==> config.mk <==
export PLATFORM = sky130hd
export DESIGN_NAME = s_expression_tokenizer
export DESIGN_NICKNAME = d
export VERILOG_FILES = /design/src/sexp_pkg.sv /design/src/sexp_scan.sv /design/src/sexp_outq.sv /design/src/s_expression_tokenizer.sv
export SDC_FILE = /design/constraint.sdc
export NUM_CORES = 1
export LEC_CHECK = 0
export ABC_AREA = 1
export BUFFER_PORTS_ARGS = -buffer_cell sky130_fd_sc_hd__buf_4
export CAP_MARGIN = 10
export CORE_MARGIN = 4
export CORE_UTILIZATION = 50
export DETAILED_ROUTE_END_ITERATION = 10
export MAX_ROUTING_LAYER = met4
export PLACE_DENSITY = 0.67
export SYNTH_ARGS = -nofsm -noshare
export SYNTH_HDL_FRONTEND = slang
export SYNTH_SLANG_ARGS = --single-unit
==> constraint.sdc <==
create_clock -name clk -period 11.4 [get_ports clk]
set_clock_uncertainty 0.05 [all_clocks]
set_input_delay 0.57 -clock clk [delete_from_list [all_inputs] [get_ports clk]]
set_output_delay 0.57 -clock clk [all_outputs]
set_load 0.02 [all_outputs]
==> src/sexp_pkg.sv <==
// ----------------------------------------------------------------------------
// sexp_pkg
// Shared types, codes and character classes for the s-expression tokenizer.
// ----------------------------------------------------------------------------
package sexp_pkg;

	typedef enum logic [2:0] {
		MODE_IDLE,
		MODE_COMMENT,
		MODE_NUMBER,
		MODE_NUMDOT,
		MODE_FRAC,
		MODE_IDENT,
		MODE_STRING
	} mode_t;

	typedef enum logic [3:0] {
		KIND_LBR   = 4'd0,
		KIND_RBR   = 4'd1,
		KIND_STR   = 4'd2,
		KIND_NUM   = 4'd3,
		KIND_ID    = 4'd4,
		KIND_BOOL  = 4'd5,
		KIND_NIL   = 4'd6,
		KIND_ERR   = 4'd7,
		KIND_EOF   = 4'd8
	} kind_t;

	typedef enum logic [1:0] {
		ERR_NONE       = 2'd0,
		ERR_UNEXPECTED = 2'd1,
		ERR_UNTERM_STR = 2'd2
	} err_t;

	typedef struct packed {
		logic [15:0] line;
		logic [15:0] length;
		logic [15:0] start;
		err_t        err;
		kind_t       kind;
	} token_t;

	typedef struct packed {
		token_t [2:0] tok;
		logic   [1:0] cnt;
	} tok_batch_t;

	localparam logic [7:0]  CH_LBR    = 8'h5B;
	localparam logic [7:0]  CH_RBR    = 8'h5D;
	localparam logic [7:0]  CH_SEMI   = 8'h3B;
	localparam logic [7:0]  CH_QUOTE  = 8'h22;
	localparam logic [7:0]  CH_DOT    = 8'h2E;
	localparam logic [7:0]  CH_LF     = 8'h0A;
	localparam logic [7:0]  CH_NUL    = 8'h00;
	localparam logic [31:0] KW_TRUE   = 32'h74727565;
	localparam logic [39:0] KW_FALSE  = 40'h66616C7365;
	localparam logic [23:0] KW_NIL    = 24'h6E696C;

	function automatic logic is_digit(input logic [7:0] c);
		return c inside {[8'h30:8'h39]};
	endfunction

	function automatic logic is_space(input logic [7:0] c);
		return c inside {8'h20, 8'h09, 8'h0D};
	endfunction

	function automatic logic is_sym(input logic [7:0] c);
		return c inside {[8'h61:8'h7A], [8'h41:8'h5A], 8'h5F, 8'h2D, 8'h2B, 8'h2A,
			8'h2F, 8'h3D, 8'h3E, 8'h3C, 8'h21, 8'h3F, 8'h26, 8'h7C, 8'h25,
			8'h5E, 8'h7E};
	endfunction

endpackage

==> src/sexp_scan.sv <==
// ----------------------------------------------------------------------------
// sexp_scan
// Scanner state and next-state logic: classifies one byte and builds the
// batch of up to three tokens that the byte completes.
// ----------------------------------------------------------------------------
module sexp_scan #(
	parameter int OFFSET_BITS = 16,
	parameter int LINE_BITS   = 16
) (
	input  logic                 clk,
	input  logic                 arst_n,
	input  logic                 fire,
	input  logic [7:0]           src_byte,
	input  logic                 end_of_source,
	output sexp_pkg::tok_batch_t batch
);

	sexp_pkg::mode_t        mode_q, mode_n;
	logic [OFFSET_BITS-1:0] off_q, off_n;
	logic [OFFSET_BITS-1:0] tb_q, tb_n;
	logic [LINE_BITS-1:0]   line_q, line_n;
	logic [39:0]            win_q, win_n;

	logic [OFFSET_BITS:0]   span, off_w, tb_w, dot_w;
	logic [15:0]            line16;
	sexp_pkg::kind_t        id_kind;
	sexp_pkg::token_t       tok_a, tok_b, tok_c;
	logic                   a_v, b_v, c_v;
	logic                   run_idle, line_inc;

	function automatic logic [15:0] sat_off(input logic [OFFSET_BITS:0] v);
		logic [OFFSET_BITS+16:0] ext;
		ext = (OFFSET_BITS+17)'(v);
		return (ext > (OFFSET_BITS+17)'(17'h0FFFF)) ? 16'hFFFF : ext[15:0];
	endfunction

	function automatic logic [15:0] sat_line(input logic [LINE_BITS-1:0] v);
		logic [LINE_BITS+16:0] ext;
		ext = (LINE_BITS+17)'(v);
		return (ext > (LINE_BITS+17)'(17'h0FFFF)) ? 16'hFFFF : ext[15:0];
	endfunction

	function automatic sexp_pkg::token_t mk(input sexp_pkg::kind_t k, input sexp_pkg::err_t e,
		input logic [OFFSET_BITS:0] st, input logic [OFFSET_BITS:0] ln,
		input logic [15:0] li);
		sexp_pkg::token_t t;
		t.kind   = k;
		t.err    = e;
		t.start  = sat_off(st);
		t.length = sat_off(ln);
		t.line   = li;
		return t;
	endfunction

	always_comb begin
		off_w  = {1'b0, off_q};
		tb_w   = {1'b0, tb_q};
		span   = (off_q >= tb_q) ? (off_w - tb_w) : '0;
		dot_w  = (off_q != '0) ? (off_w - (OFFSET_BITS+1)'(1)) : '0;
		line16 = sat_line(line_q);
		if (span == (OFFSET_BITS+1)'(4) && win_q[31:0] == sexp_pkg::KW_TRUE) begin
			id_kind = sexp_pkg::KIND_BOOL;
		end else if (span == (OFFSET_BITS+1)'(5) && win_q == sexp_pkg::KW_FALSE) begin
			id_kind = sexp_pkg::KIND_BOOL;
		end else if (span == (OFFSET_BITS+1)'(3) && win_q[23:0] == sexp_pkg::KW_NIL) begin
			id_kind = sexp_pkg::KIND_NIL;
		end else begin
			id_kind = sexp_pkg::KIND_ID;
		end
	end

	always_comb begin
		mode_n   = mode_q;
		off_n    = off_q;
		tb_n     = tb_q;
		line_n   = line_q;
		win_n    = win_q;
		a_v      = 1'b0;
		b_v      = 1'b0;
		c_v      = 1'b0;
		run_idle = 1'b0;
		line_inc = 1'b0;
		tok_a    = mk(sexp_pkg::KIND_NUM, sexp_pkg::ERR_NONE, tb_w, span, line16);
		tok_b    = mk(sexp_pkg::KIND_ERR, sexp_pkg::ERR_UNEXPECTED, dot_w,
			(OFFSET_BITS+1)'(1), line16);
		tok_c    = mk(sexp_pkg::KIND_ERR, sexp_pkg::ERR_UNEXPECTED, off_w,
			(OFFSET_BITS+1)'(1), line16);
		if (end_of_source || src_byte == sexp_pkg::CH_NUL) begin
			case (mode_q)
				sexp_pkg::MODE_NUMBER, sexp_pkg::MODE_FRAC: begin
					a_v = 1'b1;
				end
				sexp_pkg::MODE_NUMDOT: begin
					a_v   = 1'b1;
					b_v   = 1'b1;
					tok_a = mk(sexp_pkg::KIND_NUM, sexp_pkg::ERR_NONE, tb_w,
						(span != '0) ? span - (OFFSET_BITS+1)'(1) : '0, line16);
				end
				sexp_pkg::MODE_IDENT: begin
					a_v   = 1'b1;
					tok_a = mk(id_kind, sexp_pkg::ERR_NONE, tb_w, span, line16);
				end
				sexp_pkg::MODE_STRING: begin
					a_v   = 1'b1;
					tok_a = mk(sexp_pkg::KIND_ERR, sexp_pkg::ERR_UNTERM_STR, tb_w, span, line16);
				end
				default: begin
				end
			endcase
			c_v    = 1'b1;
			tok_c  = mk(sexp_pkg::KIND_EOF, sexp_pkg::ERR_NONE, off_w, '0, line16);
			mode_n = sexp_pkg::MODE_IDLE;
			off_n  = '0;
			tb_n   = '0;
			line_n = LINE_BITS'(1);
			win_n  = '0;
		end else begin
			case (mode_q)
				sexp_pkg::MODE_COMMENT: begin
					if (src_byte == sexp_pkg::CH_LF) begin
						line_inc = 1'b1;
						mode_n   = sexp_pkg::MODE_IDLE;
					end
				end
				sexp_pkg::MODE_NUMBER: begin
					if (src_byte == sexp_pkg::CH_DOT) begin
						mode_n = sexp_pkg::MODE_NUMDOT;
					end else if (!sexp_pkg::is_digit(src_byte)) begin
						a_v      = 1'b1;
						run_idle = 1'b1;
					end
				end
				sexp_pkg::MODE_NUMDOT: begin
					if (sexp_pkg::is_digit(src_byte)) begin
						mode_n = sexp_pkg::MODE_FRAC;
					end else begin
						a_v      = 1'b1;
						b_v      = 1'b1;
						run_idle = 1'b1;
						tok_a    = mk(sexp_pkg::KIND_NUM, sexp_pkg::ERR_NONE, tb_w,
							(span != '0) ? span - (OFFSET_BITS+1)'(1) : '0, line16);
					end
				end
				sexp_pkg::MODE_FRAC: begin
					if (!sexp_pkg::is_digit(src_byte)) begin
						a_v      = 1'b1;
						run_idle = 1'b1;
					end
				end
				sexp_pkg::MODE_IDENT: begin
					if (sexp_pkg::is_sym(src_byte) || sexp_pkg::is_digit(src_byte)) begin
						win_n = {win_q[31:0], src_byte};
					end else begin
						a_v      = 1'b1;
						run_idle = 1'b1;
						tok_a    = mk(id_kind, sexp_pkg::ERR_NONE, tb_w, span, line16);
					end
				end
				sexp_pkg::MODE_STRING: begin
					if (src_byte == sexp_pkg::CH_QUOTE) begin
						a_v    = 1'b1;
						mode_n = sexp_pkg::MODE_IDLE;
						tok_a  = mk(sexp_pkg::KIND_STR, sexp_pkg::ERR_NONE, tb_w,
							span + (OFFSET_BITS+1)'(1), line16);
					end else if (src_byte == sexp_pkg::CH_LF) begin
						line_inc = 1'b1;
					end
				end
				default: begin
					run_idle = 1'b1;
				end
			endcase
			if (run_idle) begin
				mode_n = sexp_pkg::MODE_IDLE;
				if (sexp_pkg::is_space(src_byte)) begin
					mode_n = sexp_pkg::MODE_IDLE;
				end else if (src_byte == sexp_pkg::CH_LF) begin
					line_inc = 1'b1;
				end else if (src_byte == sexp_pkg::CH_SEMI) begin
					mode_n = sexp_pkg::MODE_COMMENT;
				end else if (sexp_pkg::is_digit(src_byte)) begin
					tb_n   = off_q;
					mode_n = sexp_pkg::MODE_NUMBER;
				end else if (sexp_pkg::is_sym(src_byte)) begin
					tb_n   = off_q;
					win_n  = {32'h0, src_byte};
					mode_n = sexp_pkg::MODE_IDENT;
				end else if (src_byte == sexp_pkg::CH_LBR) begin
					c_v   = 1'b1;
					tok_c = mk(sexp_pkg::KIND_LBR, sexp_pkg::ERR_NONE, off_w,
						(OFFSET_BITS+1)'(1), line16);
				end else if (src_byte == sexp_pkg::CH_RBR) begin
					c_v   = 1'b1;
					tok_c = mk(sexp_pkg::KIND_RBR, sexp_pkg::ERR_NONE, off_w,
						(OFFSET_BITS+1)'(1), line16);
				end else if (src_byte == sexp_pkg::CH_QUOTE) begin
					tb_n   = off_q;
					mode_n = sexp_pkg::MODE_STRING;
				end else begin
					c_v = 1'b1;
				end
			end
			if (line_inc && line_q != '1) begin
				line_n = line_q + LINE_BITS'(1);
			end
			if (off_q != '1) begin
				off_n = off_q + OFFSET_BITS'(1);
			end
		end
	end

	// pack: the dot error only ever follows the number token
	always_comb begin
		batch.tok[0] = a_v ? tok_a : tok_c;
		batch.tok[1] = b_v ? tok_b : tok_c;
		batch.tok[2] = tok_c;
		batch.cnt    = 2'(a_v) + 2'(b_v) + 2'(c_v);
	end

	always_ff @(posedge clk or negedge arst_n) begin
		if (!arst_n) begin
			mode_q <= sexp_pkg::MODE_IDLE;
			off_q  <= '0;
			tb_q   <= '0;
			line_q <= LINE_BITS'(1);
			win_q  <= '0;
		end else if (fire) begin
			mode_q <= mode_n;
			off_q  <= off_n;
			tb_q   <= tb_n;
			line_q <= line_n;
			win_q  <= win_n;
		end
	end

endmodule

==> src/sexp_outq.sv <==
// ----------------------------------------------------------------------------
// sexp_outq
// Result register: holds the token batch of one byte and sends it one
// beat at a time, tlast on the final token of the batch.
// ----------------------------------------------------------------------------
module sexp_outq (
	input  logic                 clk,
	input  logic                 arst_n,
	input  logic                 load,
	input  sexp_pkg::tok_batch_t batch,
	output logic                 free,
	output logic                 m_tvalid,
	input  logic                 m_tready,
	output sexp_pkg::token_t     m_tok,
	output logic                 m_tlast
);

	sexp_pkg::token_t ent_q [3];
	logic [1:0]       cnt_q;
	logic [1:0]       rd_q;

	assign m_tvalid = (cnt_q != 2'd0);
	assign m_tok    = ent_q[rd_q];
	assign m_tlast  = (cnt_q == 2'd1);
	assign free     = (cnt_q == 2'd0) || (cnt_q == 2'd1 && m_tready);

	always_ff @(posedge clk or negedge arst_n) begin
		if (!arst_n) begin
			cnt_q <= 2'd0;
			rd_q  <= 2'd0;
		end else if (load) begin
			cnt_q <= batch.cnt;
			rd_q  <= 2'd0;
		end else if (m_tvalid && m_tready) begin
			cnt_q <= cnt_q - 2'd1;
			rd_q  <= rd_q + 2'd1;
		end
	end

	always_ff @(posedge clk) begin
		if (load) begin
			ent_q[0] <= batch.tok[0];
			ent_q[1] <= batch.tok[1];
			ent_q[2] <= batch.tok[2];
		end
	end

endmodule

==> src/s_expression_tokenizer.sv <==
// ----------------------------------------------------------------------------
// s_expression_tokenizer
// Streaming lexer for bracketed s-expressions: one source byte per beat in,
// tokens with kind, error code, start, length and line out.
// ----------------------------------------------------------------------------
// Pipeline: each input beat is registered in the input stage, and the token
//   batch of that byte is registered in the result register, which sends it.
// Throughput: one byte per cycle while m_tready is high; a byte that yields
//   two or three tokens holds the input while the result register drains
//   one token per cycle while m_tready is high.
// Reset: asynchronous, active low; line 1, offset 0, no pending token.
module s_expression_tokenizer #(
	parameter int OFFSET_BITS = 16,
	parameter int LINE_BITS   = 16
) (
	input  logic        clk,
	input  logic        arst_n,
	input  logic        s_tvalid,
	output logic        s_tready,
	input  logic [7:0]  s_tdata,   // [7:0] src_byte
	input  logic [0:0]  s_tuser,   // [0] end_of_source
	output logic        m_tvalid,
	input  logic        m_tready,
	output logic [47:0] m_tdata,   // [15:0] tok_start, [31:16] tok_length, [47:32] tok_line
	output logic [5:0]  m_tuser,   // [3:0] tok_kind, [5:4] err_code
	output logic        m_tlast    // run_last
);

	logic                 valid_s1;
	logic [7:0]           byte_s1;
	logic                 eos_s1;
	logic                 free;
	logic                 fire;
	sexp_pkg::tok_batch_t batch;
	sexp_pkg::token_t     m_tok;

	assign fire     = valid_s1 && free;
	assign s_tready = !valid_s1 || free;

	always_ff @(posedge clk or negedge arst_n) begin
		if (!arst_n) begin
			valid_s1 <= 1'b0;
		end else if (s_tready) begin
			valid_s1 <= s_tvalid;
		end
	end

	always_ff @(posedge clk) begin
		if (s_tready && s_tvalid) begin
			byte_s1 <= s_tdata;
			eos_s1  <= s_tuser[0];
		end
	end

	sexp_scan #(
		.OFFSET_BITS(OFFSET_BITS),
		.LINE_BITS  (LINE_BITS)
	) u_scan (
		.clk          (clk),
		.arst_n       (arst_n),
		.fire         (fire),
		.src_byte     (byte_s1),
		.end_of_source(eos_s1),
		.batch        (batch)
	);

	sexp_outq u_outq (
		.clk     (clk),
		.arst_n  (arst_n),
		.load    (fire),
		.batch   (batch),
		.free    (free),
		.m_tvalid(m_tvalid),
		.m_tready(m_tready),
		.m_tok   (m_tok),
		.m_tlast (m_tlast)
	);

	assign m_tdata = {m_tok.line, m_tok.length, m_tok.start};
	assign m_tuser = {m_tok.err, m_tok.kind};

endmodule

# ---- Word-level counts from Yosys, hierarchy flattened
# Memory sizes are Yosys's and may differ from the RTL's.
# Cells that the tools add are included.
dict set report totals {
  regBits 105
  ram_bits 162
  input_bits 13
  out_inout_bits 57
  wordCells 220
  mem_count 1
}
# name depth word_bits read_ports rd_clocked_by_memory_dff wr line
set memory_table {}
lappend memory_table {u_outq.ent_q 3 54 1 0 3 sexp_outq.sv:18} ;# sexp_pkg::token_t ent_q [3];
dict set report op_classes {
  add_sub_neg 10
  order_cmp 13
  n_eq_ne 48
  n_mux 102
  reduce_logical 36
}
# op count
set ops {}
lappend ops {{40-bit two-way mux} 9}
lappend ops {{16-bit two-way mux} 20}
lappend ops {{38-bit case mux with 3 select lines} 2}
lappend ops {{38-bit two-way mux} 4}
lappend ops {{8-bit by 6-bit == test with 1-bit output, second input constant} 15}
lappend ops {{17-bit by 16-bit greater-than comparator with 1-bit output, second input constant} 4}
lappend ops {{17-bit two-way mux} 3}
lappend ops {{8-bit by 7-bit == test with 1-bit output, second input constant} 6}
lappend ops {{23-bit two-way mux} 2}
lappend ops {{3-bit two-way mux} 14}
lappend ops {{40-bit by 39-bit == test with 1-bit output, second input constant} 1}
lappend ops {{5-bit two-way mux} 8}
lappend ops {{17-bit by 3-bit == test with 1-bit output, second input constant} 2}
lappend ops {{17-bit nonzero test} 2}
lappend ops {{16-bit by 1-bit adder with 16-bit output, second input constant} 2}
lappend ops {{32-bit by 31-bit == test with 1-bit output, second input constant} 1}
lappend ops {{16-bit greater-than comparator, second input constant} 2}
lappend ops {{16-bit != test, second input constant} 2}
lappend ops {{1-bit two-way mux} 28}
lappend ops {{24-bit by 23-bit == test with 1-bit output, second input constant} 1}
lappend ops {{8-bit by 4-bit == test with 1-bit output, second input constant} 3}
lappend ops {{4-bit by 1-bit != test with 1-bit output, second input constant} 6}
lappend ops {{17-bit by 1-bit adder with 17-bit output, second input constant} 1}
lappend ops {{17-bit by 2-bit == test with 1-bit output, second input constant} 1}
lappend ops {{other kinds (37)} 70}

# ---- Logic depth before layout (Yosys ltp)
# Gate-level depths: netlist of the first run.
dict set report logic_depth {
  depth_word 13
  depth_mapped 28
  depth_no_buf 28
}

# ---- Modules after synthesis
# From an unflattened synthesis of the first run, not the netlist that was laid out.
dict set report hier_totals {
  hier_cells 1956
  area_unflattened_um2 16240.6
}
# module n_inst cells_each area_per_inst_um2 seq_area_each_um2
set by_module_without_submodules {}
lappend by_module_without_submodules {sexp_scan 1 1507 9417.8 2278.4}
lappend by_module_without_submodules {sexp_outq 1 432 6500.0 4964.8}
lappend by_module_without_submodules {s_expression_tokenizer 1 17 322.8 295.3}

# ---- Worst setup path after synthesis of the first run
# No wires, ideal clock.
dict set report synth_timing {
  path_type {reg2reg}
  from {register u_outq.cnt_q[1]}
  to {memory u_outq.ent_q[0][0] (netlist name), enable pin}
  setup_time_ps 494
  arrival_ps 3810
  required_time_ps 10856
  path_slack_ps 7047
  stages_incl_launch_ff 6
  n_path_buf 1
  period_less_slack_ps 4353
  cell_sequence {dfrtp_1 inv_1 ha_1 a21oi_1 nor2_2 clkbuf_1}
}
# item line
set synth_rtl {}
lappend synth_rtl {{from (decl)} sexp_outq.sv:19} ;# logic [1:0] cnt_q;
lappend synth_rtl {{from (signal assigned)} sexp_outq.sv:32} ;# cnt_q <= batch.cnt;
lappend synth_rtl {{from (signal assigned)} sexp_outq.sv:35} ;# cnt_q <= cnt_q - 2'd1;
lappend synth_rtl {{to (decl)} sexp_outq.sv:18}

==> results of run 1 <==
layer usage:
| layer | global-route usage | wire [µm] | share of wire |
|---|---|---|---|
| met1 | 0.3539 | 15830 | 0.45 |
| met2 | 0.4091 | 16240 | 0.46 |
| met3 | 0.03599 | 1886 | 0.054 |
| met4 | 0.08788 | 1070 | 0.031 |
| met5 | - | 0 | 0 |
registers in the layout (all words and copies together), names as in the netlist:
register and flops:
u_outq.ent_q 94, u_scan.win_q 40, u_scan.line16 16, u_scan.off_q 16, u_scan.tb_q 16, byte_s1 8, u_scan.mode_q 3, u_outq.cnt_q 2
u_outq.rd_q 2, eos_s1 1, valid_s1 1
cells by family (layout without fill, tap and decap cells):
family	count (synthesis)	count (layout)
buf+inv	305	347
simple gates	807	807
xor+xnor	20	20
flops	199	199
compound gates	275	275
fa+ha+maj	29	29
final cells by class:
class	instances	area share
Sequential cell	199	0.4010
Clock inverter	12	0.009128
Inverter	235	0.06454
Clock buffer	20	0.03341
Multi-Input combinational cell	1131	0.4171
Tap cell	324	0.02958
Timing Repair Buffer	80	0.04528
worst paths after layout:
kind | startpoint | end | depth (start not counted)
max in group asynchronous | arst_n | u_scan.line16[1] | 2
min in group clk | s_tdata[4] | byte_s1[4] | 1
worst max register to register | u_scan.off_q[0] | u_outq.ent_q[0][23] | 24
worst min register to register | u_scan.line16[13] | u_outq.ent_q[0][51] | 0
worst max-delay path | u_scan.off_q[0] | u_outq.ent_q[0][23] | 24
worst min-delay path | arst_n | u_outq.rd_q[0] | 1
critical path, delay by kind of cell, from the launching register on:
family | cells | cell delay, ps
compound gates | 3 | 450
flops | 1 | 460
simple gates | 14 | 2070
buf+inv | 4 | 550
fa+ha+maj | 3 | 960
stage by stage:
stage	hold slack, ps	instances	setup slack, ps
floorplan	224.4	1635	7047
global placement	409.6	1968	6838
detailed placement	413.2	1968	6673
CTS	34.46	2000	6659
global route	47.72	2001	6147
finish	20.56	2001	6581
cells in the final DEF (no fill, tap or decap), drive strengths merged, types with 2 or more instances in the layout:
cell type,n
nor3,26
ha,27
xnor2,2
a21oi,68
a22oi,9
clkbuf,20
nand2,396
inv,244
dfrtp,95
nor4,10
o22ai,10
a2111oi,3
o211ai,5
o2111ai,35
or2,3
xor2,18
nand3b,6
nand3,151
edfxtp,103
nand4,34
a31oi,6
clkinv,3
o21ai,128
a211oi,2
o221ai,2
buf,80
nor2,178
fa,2
==> impl_metrics.tcl, run 1 <==
set metrics [dict create \
    io-pin-count 70 \
    multi_input_area_mm2 0.005717 \
    grt_pass1_wl_um 56780 \
    yosysMostFrequentCell "nand2_1" \
    syn_area_per_cell_um2 7.599 \
    final_cell_area_mm2 0.01371 \
    ys_types 55 \
    regToRegSetupSlack_ps 6580 \
    coreArea_mm2 0.02439 \
    layout_min_cycle_time_ps 4819 \
    critical_path_class "register to register" \
    start_util 0.5094 \
    drcViolationCount 0 \
    synth_nets 1677 \
    first_pass_iters 5 \
    cts_setup_buffers 0 \
    critPathCaptureType "register" \
    status "completed" \
    dr_total_vias 11160 \
    post_dp_cell_area_mm2 0.01310 \
    synth_compound_area_frac 0.1305 \
    ys_seq_elements 199 \
    drive_gt1_frac 0.09243 \
    yosysTopAreaCell "edfxtp_1" \
    synth_edf_count 103 \
    async_flop_share 0.4824 \
    fin_crit_sh 0.4227 \
    seq_area_mm2 0.005497 \
    area_growth_pct 10.32 \
    netlist.area_leader.share 0.2489 \
    synthTopCellsByCount "nand2_1 (388), inv_1 (225), nor2_1 (165)" \
    cts_root_buf "clkbuf_16" \
    drtIter0Drc 929 \
    fillerInstances 2366 \
    crit_path_top_delay_cell "dfrtp_1" \
    arrival_ps 4940 \
    synth_fa_ha_area_frac 0.03041 \
    place.gp.congestion 0.9533 \
    grt_pass1_vias 10820 \
    antenna_found_initial 0 \
    drt-vias-per-instance 5.575 \
    dpl.hpwl_um 25120 \
    slew_headroom 0.2797 \
    die_h_um 165.6 \
    wl_per_cell_um 17.50 \
    cp_cell_sequence "inv_1, ha_1, nand2_1, nor2_1, nand2_1, nor2_1, nor2_1, nand2_4, inv_2, nor2_1, ha_1, nand3_1, nor2_4, nand4_1, inv_1, nand2_1, nor4_1, ha_1, o21bai_2, inv_1, o21ai_0, nand2_1, nand2_1, a21oi_1" \
    grt_use_total 0.2614 \
    overflow 0 \
    yosysWarnings 0 \
    routed_wl_um 35020 \
    ctsHoldBuffers 0 \
    path_max_fanout 25 \
    synth_ff_type "edfxtp_1" \
    yosysSeqAreaShare 0.4424 \
    final_util 0.5620 \
    cts_buffers 17 \
    synthSimpleGateAreaFrac 0.2841 \
    synth_top_family_by_area "simple AND/OR/NAND/NOR gates" \
    drv_cap 0 \
    fp.dieW_um 165.6 \
    cp-start-kind "register" \
    drtAntennaViolNets 0 \
    grt_max_degree 77 \
    postSynthCellCount 1635 \
    cp.required_ps 11520 \
    drv_slew 0 \
    post_cts_resized 0 \
    num_rows 57 \
    setup_viol 0 \
    hold_viol_final 0 \
    clockBufferDepth 2 \
    fin_nets 1706 \
    tritoncts "yes" \
    setup_tns_ps 0 \
    grt_setup_unrepaired "no" \
    synthTopCellsByArea "edfxtp_1 (25%), dfrtp_1 (19%), nand2_1 (12%)" \
    critPathMostFrequentCell "nand2_1" \
    muxShareOfSynthArea 0 \
    insertion_delay_ps 450 \
    worstMarginPinSlew_ps 1079 \
    fmax_mhz 207.5 \
    antenna_cells 0 \
    worstHoldPathType "input port to async pin" \
    io_buffers 69 \
    clk_pin_slew_worst_paths_ps 90 \
    ctsHtreeMaxLevel 4 \
    die_area_mm2 0.02744 \
    clock_sinks 199 \
    cpPeakStageDelay_ps 460 \
    synth_xor_xnor_area_share 0.01410 \
    synth_area_mm2 0.01242 \
]
Power of run 1 is left out: the tool's default activity adds up to more than one toggle a clock period on the data nets, which glitch-free logic cannot reach.
==> run 2: changes to the inputs <==
==> constraint.sdc (replaced) <==
create_clock -name clk -period 4.7 [get_ports clk]
set_clock_uncertainty 0.05 [all_clocks]
set_input_delay 0.235 -clock clk [delete_from_list [all_inputs] [get_ports clk]]
set_output_delay 0.235 -clock clk [all_outputs]
set_load 0.02 [all_outputs]
==> run 2 against run 1 <==
Effect of this change: worst hold slack improved by 120 ps; register-to-register slack got worse by 6100 ps; maximum frequency rose by 15%; via count rose by 0.47%; sequential share of layout area fell by 0.55 points; non-clock buffer count rose by 22; flip-flop and latch count did not move; wire length rose by 0.31%; setup slack got worse by 6100 ps; final area rose by 1.4%; count of clock-buffer cells in the layout fell by 1.
==> impl_metrics.tcl, run 2 (synthesized netlist as in run 1, its figures left out) <==
set metrics [dict create \
    insertion_delay_ps 440 \
    cp.required_ps 4840 \
    reg2reg_depth 25 \
    grt_use_total 0.2610 \
    die_h_um 165.6 \
    drcViolationCount 0 \
    ctsHtreeMaxLevel 4 \
    antenna_found_initial 0 \
    worstMarginPinSlew_ps 1034 \
    grt_pass1_wl_um 56890 \
    grt_setup_unrepaired "no" \
    fin_nets 1728 \
    cts_setup_buffers 0 \
    status "completed" \
    wl_per_cell_um 17.36 \
    first_pass_iters 5 \
    top_register "u_outq.ent_q" \
    num_rows 57 \
    grt_pass1_vias 10600 \
    overflow 0 \
    setup_viol 0 \
    cts_root_buf "clkbuf_16" \
    critical_path_class "register to register" \
    worstHoldPathType "input port to register" \
    drv_cap 0 \
    die_area_mm2 0.02744 \
    tritoncts "yes" \
    cts_buffers 17 \
    critPathCaptureType "register" \
    area_growth_pct 11.84 \
    arrival_ps 4350 \
    fmax_mhz 237.7 \
    clock_sinks 199 \
    coreArea_mm2 0.02439 \
    path_max_fanout 10 \
    layout_min_cycle_time_ps 4207 \
    fin_crit_sh 0.8951 \
    drtAntennaViolNets 0 \
    setup_tns_ps 0 \
    clockBufferDepth 2 \
    dr_total_vias 11210 \
    drv_slew 0 \
    drt-vias-per-instance 5.540 \
    most-common-layout-cells "nand2_1 (388), inv_1 (225), nor2_1 (163)" \
    largest_reg_flops 94 \
    drive_gt1_frac 0.09829 \
    reg.largest.list "u_outq.ent_q x94, u_scan.win_q x40" \
    io-pin-count 70 \
    place.gp.congestion 0.9513 \
    whs_path_depth 4 \
    io_buffers 69 \
    hold_viol_final 0 \
    antenna_cells 0 \
    slew_headroom 0.3097 \
    final_common_cell "nand2_1" \
    cp-start-kind "register" \
    grt_max_degree 137 \
    start_util 0.5094 \
    dpl.hpwl_um 25190 \
    drtIter0Drc 1078 \
    routed_wl_um 35130 \
    clk_pin_slew_worst_paths_ps 80 \
    fp.dieW_um 165.6 \
]
## run 2: changes by cell type in the layout (fill, tap and decap cells not counted), sizes merged
cell,previous run,this run
clkinv,3,5
bufinv,0,1
clkbuf,20,19
dlygate4sd3,0,11
buf,80,91
inv,244,241
clkinvlp,0,1
## run 2: through the flow
stage          std cells  hold slack [ps]  cell area [µm²]    util  setup WS [ps]
6_report            2023            140.7            13900  0.5697          493.1
2_1_floorplan       1635           -110.6            12420       -          346.7
3_5_place_dp        1980            344.8            13190  0.5409          453.6
3_3_place_gp        1980            344.8            13190  0.5409          619.2
5_1_grt             2023            180.2            13900  0.5697          3.618
4_1_cts             2023            129.6            13890  0.5696          442.4
## run 2: final cells by class
cell class | count | area [µm²]
clock buffers | 19 | 432.9
clock inverters | 13 | 156.4
fillers | 2329 | 10500
inverters | 235 | 884.6
multi-input cells | 1131 | 5714
flip-flops and latches | 199 | 5497
well taps | 324 | 405.4
repair buffers | 102 | 805.8
## run 2: path summary, 6_finish.rpt
check                             startpoint                   to  slack [ps]
max reg2reg                  u_scan.off_q[9]  u_outq.ent_q[0][22]         490
max in group asynchronous             arst_n     u_scan.line16[0]        3160
max                          u_scan.off_q[9]  u_outq.ent_q[0][22]         490
min in group asynchronous             arst_n      u_outq.cnt_q[0]         370
min reg2reg                u_scan.line16[12]  u_outq.ent_q[0][50]         440
min                                 m_tready      u_outq.cnt_q[1]         140
## run 2: repair_timing
| item | in CTS | in global routing |
|---|---|---|
| hold endpoints to repair | 73 | 0 |
| setup endpoints to repair | 0 | 4 |
| gates resized for setup | 0 | 1 |
| hold buffers | 11 | 0 |
## run 2: routing by layer
metal / track usage / wire (µm) / vias up
met5: - / 0 / -
met4: 0.08429 / 1033 / 0
met3: 0.03384 / 1820 / 67
met2: 0.4020 / 16000 / 374
met1: 0.3617 / 16270 / 5203
li1: - / - / 5563
## run 2: critical path, stage by stage (launching register included)
cell,delay [ps]
dfrtp_1,490
ha_1,410
nand2_1,140
nor2_2,190
nand2_1,70
nor2_1,120
nor2_1,80
nand2_4,70
inv_2,70
nor2_2,180
ha_1,260
nand3_1,160
nor2_4,200
nand4_1,180
inv_1,90
nand2_1,60
nor4_1,210
ha_1,190
o21bai_2,210
nand2_1,140
nand2_1,80
o21ai_0,70
inv_1,70
nand3_1,70
nand2_1,60
nand2_1,60
Power of run 2 is left out for the same reason.
